**config.mk**
```make
export PLATFORM = sky130hd
export DESIGN_NAME = dts_step
export DESIGN_NICKNAME = d
export VERILOG_FILES = /design/src/design/dts_pkg.sv /design/src/design/dts_step.sv
export SDC_FILE = /design/constraint.sdc
export NUM_CORES = 1
export LEC_CHECK = 0
export ABC_CLOCK_PERIOD_IN_PS = 6030
export BUFFER_PORTS_ARGS = -buffer_cell sky130_fd_sc_hd__clkbuf_2
export CORE_ASPECT_RATIO = 0.7
export CORE_MARGIN = 2
export CORE_UTILIZATION = 57
export CTS_CLUSTER_SIZE = 40
export DETAILED_ROUTE_END_ITERATION = 7
export PLACE_DENSITY = 0.81
export SLEW_MARGIN = 10
export SYNTH_ARGS = -nofsm -noshare
export SYNTH_HDL_FRONTEND = slang
export SYNTH_SLANG_ARGS = --single-unit
export TNS_END_PERCENT = 5
```
**constraint.sdc**
```tcl
create_clock -name clk -period 6.03 [get_ports clk]
set_clock_uncertainty 0.2 [all_clocks]
set_input_delay 1.206 -clock clk [delete_from_list [all_inputs] [get_ports clk]]
set_output_delay 1.206 -clock clk [all_outputs]
set_load 0.005 [all_outputs]
```
**src/design/dts_pkg.sv**
```systemverilog
// ----------------------------------------------------------------------------
// dts_pkg
// Shared widths, entry formats, request codes and pipeline bundles of the
// table-driven DFA token scanner.
// ----------------------------------------------------------------------------
package dts_pkg;

  localparam int NUM_STATES  = 256;
  localparam int NUM_SYMBOLS = 128;
  localparam int LENGTH_BITS = 16;

  localparam int STATE_W     = $clog2(NUM_STATES);
  localparam int SYM_W       = $clog2(NUM_SYMBOLS);
  localparam int PRIO_W      = 8;
  localparam int OP_W        = 2;
  localparam int TADDR_W     = STATE_W + SYM_W;
  localparam int TRANS_DEPTH = NUM_STATES * NUM_SYMBOLS;

  typedef logic [STATE_W-1:0]     state_t;
  typedef logic [SYM_W-1:0]       sym_t;
  typedef logic [PRIO_W-1:0]      prio_t;
  typedef logic [LENGTH_BITS-1:0] len_t;
  typedef logic [TADDR_W-1:0]     taddr_t;

  typedef enum logic [OP_W-1:0] {
    OP_WR_TRANS = 2'd0,
    OP_WR_INFO  = 2'd1,
    OP_BEGIN    = 2'd2,
    OP_SCAN     = 2'd3
  } op_t;

  typedef struct packed {
    logic   dead;
    state_t state;
  } trans_ent_t;

  typedef struct packed {
    logic  acc;
    prio_t prio;
  } info_ent_t;

  typedef struct packed {
    logic adv;
    logic scan_rd;
    logic trans_wr;
    logic info_wr;
  } tbl_ctl_t;

  typedef struct packed {
    logic   valid;
    logic   is_begin;
    logic   last;
    state_t cur;
  } s1_t;

  typedef struct packed {
    logic       valid;
    logic       is_begin;
    logic       last;
    state_t     cur;
    trans_ent_t nxt;
    info_ent_t  icur;
  } s2_t;

  typedef struct packed {
    logic       valid;
    logic       is_begin;
    logic       last;
    state_t     cur;
    trans_ent_t nxt;
    info_ent_t  icur;
    info_ent_t  inxt;
    trans_ent_t nxt2;
  } s3_t;

endpackage

```
**src/design/dts_step.sv**
```systemverilog
// ----------------------------------------------------------------------------
// dts_step
// Token state update: applies one DFA step (two for the last character),
// tracks scanning and the saturating length, and holds the result register.
// ----------------------------------------------------------------------------
module dts_step (
  input  logic               clk,
  input  logic               rst_n,
  input  dts_pkg::s3_t       s3,
  input  dts_pkg::info_ent_t inxt2,
  input  logic               adv,
  input  logic               out_ready,
  output logic               hold,
  output logic               out_valid,
  output logic               out_matched,
  output dts_pkg::state_t    out_final_state,
  output dts_pkg::prio_t     out_token_priority,
  output dts_pkg::len_t      out_token_length
);
  import dts_pkg::*;

  logic      scanning_r;
  logic      scanning_nxt;
  len_t      count_r;
  len_t      count_nxt;
  len_t      count1;
  len_t      count2;
  logic      res;
  state_t    fin;
  info_ent_t finfo;
  len_t      len_sel;

  logic      out_valid_r;
  logic      out_matched_r;
  state_t    out_final_state_r;
  prio_t     out_token_priority_r;
  len_t      out_token_length_r;

  always_comb begin
    count1       = (count_r == '1) ? count_r : len_t'(count_r + 1'b1);
    count2       = (count1 == '1) ? count1 : len_t'(count1 + 1'b1);
    res          = 1'b0;
    fin          = s3.cur;
    finfo        = s3.icur;
    scanning_nxt = scanning_r;
    count_nxt    = count_r;
    if (s3.valid && s3.is_begin) begin
      scanning_nxt = 1'b1;
      count_nxt    = '0;
    end else if (s3.valid && scanning_r) begin
      count_nxt = count1;
      priority if (s3.nxt.dead) begin
        res = 1'b1;
      end else if (!s3.last) begin
        if (s3.icur.acc && (s3.inxt.prio > s3.icur.prio)) begin
          res   = 1'b1;
          fin   = s3.nxt.state;
          finfo = s3.inxt;
        end
      end else begin
        res       = 1'b1;
        count_nxt = count2;
        fin       = s3.nxt.state;
        finfo     = s3.inxt;
        if (!s3.nxt2.dead && s3.inxt.acc && (inxt2.prio > s3.inxt.prio)) begin
          fin   = s3.nxt2.state;
          finfo = inxt2;
        end
      end
      if (res) begin
        scanning_nxt = 1'b0;
      end
    end
  end

  always_comb begin
    if (!finfo.acc) begin
      len_sel = '0;
    end else if (count_nxt == '1) begin
      len_sel = '1;
    end else begin
      len_sel = len_t'(count_nxt - 1'b1);
    end
  end

  assign hold = out_valid_r && !out_ready && res;

  always_ff @(posedge clk) begin
    if (!rst_n) begin
      scanning_r <= 1'b0;
      count_r    <= '0;
    end else if (adv) begin
      scanning_r <= scanning_nxt;
      count_r    <= count_nxt;
    end
  end

  always_ff @(posedge clk) begin
    if (!rst_n) begin
      out_valid_r <= 1'b0;
    end else if (adv && res) begin
      out_valid_r <= 1'b1;
    end else if (out_ready) begin
      out_valid_r <= 1'b0;
    end
  end

  always_ff @(posedge clk) begin
    if (adv && res) begin
      out_matched_r        <= finfo.acc;
      out_final_state_r    <= fin;
      out_token_priority_r <= finfo.acc ? finfo.prio : '0;
      out_token_length_r   <= len_sel;
    end
  end

  assign out_valid          = out_valid_r;
  assign out_matched        = out_matched_r;
  assign out_final_state    = out_final_state_r;
  assign out_token_priority = out_token_priority_r;
  assign out_token_length   = out_token_length_r;

  a_end_clears_scan: assert property (@(posedge clk) disable iff (!rst_n)
    adv && res |=> !scanning_r)
    else $error("scanning still set after token end");

  a_begin_restarts: assert property (@(posedge clk) disable iff (!rst_n)
    adv && s3.valid && s3.is_begin |=> scanning_r && (count_r == '0))
    else $error("begin request did not restart the token");

  a_unmatched_zero: assert property (@(posedge clk) disable iff (!rst_n)
    adv && res && !finfo.acc |=> (out_token_length_r == '0) && (out_token_priority_r == '0))
    else $error("unmatched token reports nonzero length or priority");

endmodule
```
After elaboration in Yosys (flattened, before gate mapping)

Index checks and enable logic that the tools add are counted.

Register bits after elaboration: 51
Logic and storage cells: 60

Multiplexer cells: 31
Magnitude comparators: 2
Equality and inequality tests: 3
Add/sub/neg operators: 3
Reductions and logical operators: 14

Operator list:

| cell                  | number |
|---|---|
| $mux 16               | 7 |
| $mux 9                | 6 |
| $eq 16x16->1 const B  | 3 |
| $mux 8                | 6 |
| $add 16x1->16 const B | 2 |
| $gt 8x8->1            | 2 |
| $sub 16x1->16 const B | 1 |
| $mux 1                | 12 |
| $logic_and 1x1->1     | 8 |
| $reduce_bool 2->1     | 3 |
| $reduce_and 3->1      | 1 |
| $logic_not 1->1       | 2 |

Logic depth before layout (Yosys ltp)

Word-level depth: 11
Gate-level depth with buffers: 21
Mapped depth without buffers: 19

Worst setup path before layout

Ideal clock, no wire load.

Path type: register -> register
Start point: register count_r[0]
End point: register out_token_length_r[0], in the netlist out_token_length[0] (data pin)
Cell stages (with the launch flop): 19
Period minus slack after synthesis: 4687 ps
Data required time: 5685 ps
Data arrival time: 4342 ps
Slack: 1343 ps
Cells stage by stage: dfxtp_1 > ha_1 > nand4_2 > nor4_2 > xnor2_1 > ha_1 > inv_1 > a31o_2 > a211oi_2 > buf_4 > a31oi_1 > xor2_1 > or3_1 > a21oi_1 > ha_1 > nand4_1 > or4_1 > or4_4 > o21ai_1

Word-level cells in the longest chain between the ends: 10
Elaborated cells between the ends (all ways): 13
Those cells by class: add/sub: 3; eq/ne: 3; mux: 7

Ends and longest elaborated chain:

| element                                       | RTL line                       | text |
|---|---|---|
| start, declared                               | dts_step.sv:24                 | `len_t count_r;` |
| start signal, assigned                        | dts_step.sv:94                 | `count_r <= count_nxt;` |
| $add 16x1->16 or $eq 16x16->1 (tied branches) | dts_step.sv:40                 | `count1 = (count_r == '1) ? count_r : len_t'(count_r + 1'b1);` |
| $mux 16                                       | dts_step.sv:40                 |  |
| $add 16x1->16 or $eq 16x16->1 (tied branches) | dts_step.sv:41                 | `count2 = (count1 == '1) ? count1 : len_t'(count1 + 1'b1);` |
| $mux 16                                       | dts_step.sv:41                 |  |
| $mux 16                                       | dts_step.sv:54                 | `end else if (!s3.last) begin` |
| $mux 16                                       | dts_step.sv:52                 | `priority if (s3.nxt.dead) begin` |
| $mux 16 (*)                                   | dts_step.sv:50                 | `end else if (s3.valid && scanning_r) begin` |
| $mux 16 (*)                                   | dts_step.sv:47                 | `if (s3.valid && s3.is_begin) begin` |
| named net count_nxt[0]                        | dts_step.sv:25                 | `len_t count_nxt;` |
| $sub 16x1->16 or $eq 16x16->1 (tied branches) | dts_step.sv:82, dts_step.sv:79 |  |
| $mux 16 (*)                                   | dts_step.sv:79                 | `end else if (count_nxt == '1) begin` |
| end signal, assigned                          | dts_step.sv:113                | `out_token_length_r <= len_sel;` |
| end, declared                                 | dts_step.sv:37                 | `len_t out_token_length_r;` |

Mark *: on every way through the listed nets, which the timed path passes. The rest lies on a longest branch.
A chain may end at the register's enable or synchronous reset.

Worst setup path in the final report

Start point: register count_r[0]
End point: register out_token_length_r[1], in the netlist out_token_length[1] (data pin)

Same word-level chain as after synthesis.

==> results.cfg <==
[status]
violations = design-rule violations
status = complete, but fails checks

[sta]
period_minus_slack_ps = 5737
tightestPinTransition_ps = 976.3
slew_viol_final = 0
rsz0062_at_grt = false
slew_headroom = 0.3492
fin_tns_setup_ps = 0
hold_viol = 0
setup_viol = 0
max_freq_mhz = 174.3
layout_worst_path_cycle_share = 0.9514

[clocking]
cts_num_sinks = 51
cts_buffer_depth = 2
hold_buffers = 0
postCtsSetupBuffers = 0
numCtsBuffers = 5
cts_tree = yes
h-tree-depth = 2
cts_resized = 0
cts_root_buf = clkbuf_16
clk_latency_ps = 290
clkTransAtPathRegs_ps = 70

[synth]
synth_seq_area_share = 0.2837
synth-edff-count = 33
synth_flop_cell = edfxtp_1
synth.distinct_cells = 84
yosys_register_bits = 51
synth_area_per_cell_sq_um = 8.416
synth-async-reset-ratio = 0
yosysWarningCount = 0
synth_nets = 646
netlist_instances = 566
syn_area_sq_mm = 0.004763

[hold_path]
hold_class = reg -> reg
holdPathStages = 2

[floorplan]
start_util = 0.5975
fp.dieW_um = 113.3
dieArea_sq_mm = 0.009116
core_region_area_sq_mm = 0.007973
rows = 27
die_h_um = 80.49
io-pin-count = 95

[worst_setup_path]
arrival_ps = 5680
crit_required_ps = 5970
reg2reg_depth = 17
crit_path_start_kind = flip-flop
cp_max_fo = 14
path_class = reg -> reg
endpoint_kind = flip-flop

[placement]
port_buffers = 94
place_congestion = 1.001
place_hpwl_um = 11520

[final_layout]
diodes = 0
areaGrowthSynthToFinish_pct = 14.92
nNetsFinal = 725
final_core_util = 0.6866
drive_above_1_share = 0.2337

[global_routing]
grt_pass1_wl_um = 23510
grt_max_degree = 34
grt_pass1_vias = 4573
grt_usage = 0.3289
gr-total-overflow = 0
antenna_found_initial = 0

[run]
drv_cap = 0

[routing]
ant_nets = 0
wl_per_cell_um = 19.61
firstDrtPassIters = 7
drcViolationCount = 6
finalWirelength_um = 14650
vias_per_cell = 6.621
drt_iter0_drc = 543
num_vias = 4946

[pwr]
p_int_w = 0.0006494
p_sw_w = 0.0002312
power_frac_clock = 0.370
p_sw_frac = 0.2626
worst_ir_drop_vdd_mv = 0.1756
pwr-share-comb = 0.197
power-per-cell-area_mw_per_mm2 = 160.9
seqPwrFrac = 0.433
p_leak_nw = 2.223
[critical path, cell delays in order, from the launching register on]
cell and delay (ps):
dfxtp_1 620, ha_1 580, nand4_2 310, nor4_2 530, xnor2_1 180, ha_1 220, inv_1 80, a31o_2 260
a211oi_2 220, a31oi_1 160, xor2_1 200, or3_1 360, a21oi_1 340, ha_1 220, nand4_1 80, or4_1 490
or4_4 450, o21ai_1 100
[sequential cells by signal, summed over array words and instances, names as in the netlist]
name and count:
out_token_length 16, count_r 16, out_token_priority 8, out_valid 1
scanning_r 1, out_matched 1, out_final_state 8
[stage by stage]
step / setup WS, ps / hold slack [ps] / area (sq um) / std cells / total power (W)
3_5_place_dp: 460.5 / 357.3 / 5301 / 739 / 0.0005568
2_1_floorplan: 1343 / 302.0 / 4763 / 566 / 0.0004994
6_report: 293.3 / 382.7 / 5474 / 747 / 0.0008806
3_3_place_gp: 703.6 / 345.1 / 5301 / 739 / 0.0005500
5_1_grt: 49.77 / 408.4 / 5474 / 747 / 0.0009178
4_1_cts: 399.9 / 366.5 / 5474 / 747 / 0.0008811
[path summary, 6_finish.rpt]
path,from,end,slack (ps)
worst max-delay path,count_r[0],out_token_length[1],290
worst min-delay path,scanning_r,scanning_r,380
worst min register to register,scanning_r,scanning_r,380
worst max register to register,count_r[0],out_token_length[1],290
[layout by cell type, fill, tap and decap left out, drive strengths merged, types with 6 or more instances in the layout]
master  Yosys  routed
dfxtp      18      18
and2        8       8
edfxtp     33      33
inv        27      28
a211oi      6       6
a31oi      13      13
clkbuf     20      99
nand3      26      26
nor4        7       7
nor2       48      48
a221oi      8       8
a21oi      30      30
nand4      17      17
o22ai       8       8
o21a        7       7
o21ai      24      24
buf        16      14
and4        8       8
xor2        9       9
and3        8       8
ha         20      20
a21o        6       6
nand2      51      51
mux2i      31      31
xnor2       7       7
or3         7       7
nor3        8       8
nor2b      24      24
o211ai     19      19
[cell families (layout without fill, tap and decap cells)]
group | count (synthesis) | in the layout | synth area share
simple gates | 236 | 236 | 0.2876
compound gates | 147 | 147 | 0.2183
buf+inv | 63 | 143 | 0.05779
flops | 51 | 51 | 0.2837
mux | 33 | 33 | 0.07066
fa+ha+maj | 20 | 20 | 0.05253
xor+xnor | 16 | 16 | 0.02942
[per-layer routing]
layer  part of all wire  GRT usage
met5                  0          0
met4              0.011    0.06463
met3               0.13     0.1026
met2               0.41     0.4844
met1               0.44     0.4733
[layout make-up]
cell class,count,area [sq um]
inverter,27,101.3
timing repair buffer,108,575.6
clock inverter,3,47.55
clock buffer,5,125.1
sequential,51,1351
tap,101,126.4
multi-input combinational,452,3147
fill,668,2499
[cell usage after synthesis, types with 3 or more instances]
master | n | area [sq um]
and3_1 | 7 | 43.79
a21o_1 | 6 | 45.04
nand4b_1 | 4 | 35.03
nor2_1 | 46 | 172.7
inv_1 | 26 | 97.59
xnor2_1 | 7 | 61.31
a21oi_1 | 29 | 145.1
ha_1 | 20 | 250.2
nor4_1 | 3 | 18.77
nor2b_1 | 24 | 150.1
and2_1 | 7 | 43.79
o31ai_1 | 3 | 22.52
or4_1 | 3 | 22.52
nand3b_1 | 3 | 22.52
buf_2 | 10 | 50.05
a221oi_1 | 8 | 70.07
o211ai_1 | 19 | 142.6
edfxtp_1 | 33 | 991.0
or3_1 | 6 | 37.54
o21ai_0 | 17 | 85.08
dfxtp_1 | 18 | 360.4
nand4_1 | 13 | 81.33
buf_4 | 3 | 22.52
o22ai_1 | 8 | 50.05
nand3_1 | 24 | 120.1
and4_1 | 8 | 70.07
nor3_1 | 7 | 35.03
o21a_1 | 7 | 52.55
a31oi_1 | 13 | 81.33
o21ai_1 | 6 | 30.03
mux2i_1 | 30 | 300.3
nand2_1 | 51 | 191.4
clkbuf_1 | 20 | 75.07
xor2_1 | 9 | 78.83
a211oi_2 | 4 | 50.05
[power groups by stage]
stage,Combinational (W),Sequential [W],Clock [W]
4_1_cts,0.000170,0.000381,0.000330
6_report,0.000173,0.000381,0.000326
3_3_place_gp,0.000161,0.000389,0
3_5_place_dp,0.000168,0.000389,0
2_1_floorplan,0.000112,0.000388,0
5_1_grt,0.000190,0.000381,0.000346
Note: power is estimated with default switching activity, not from simulation.
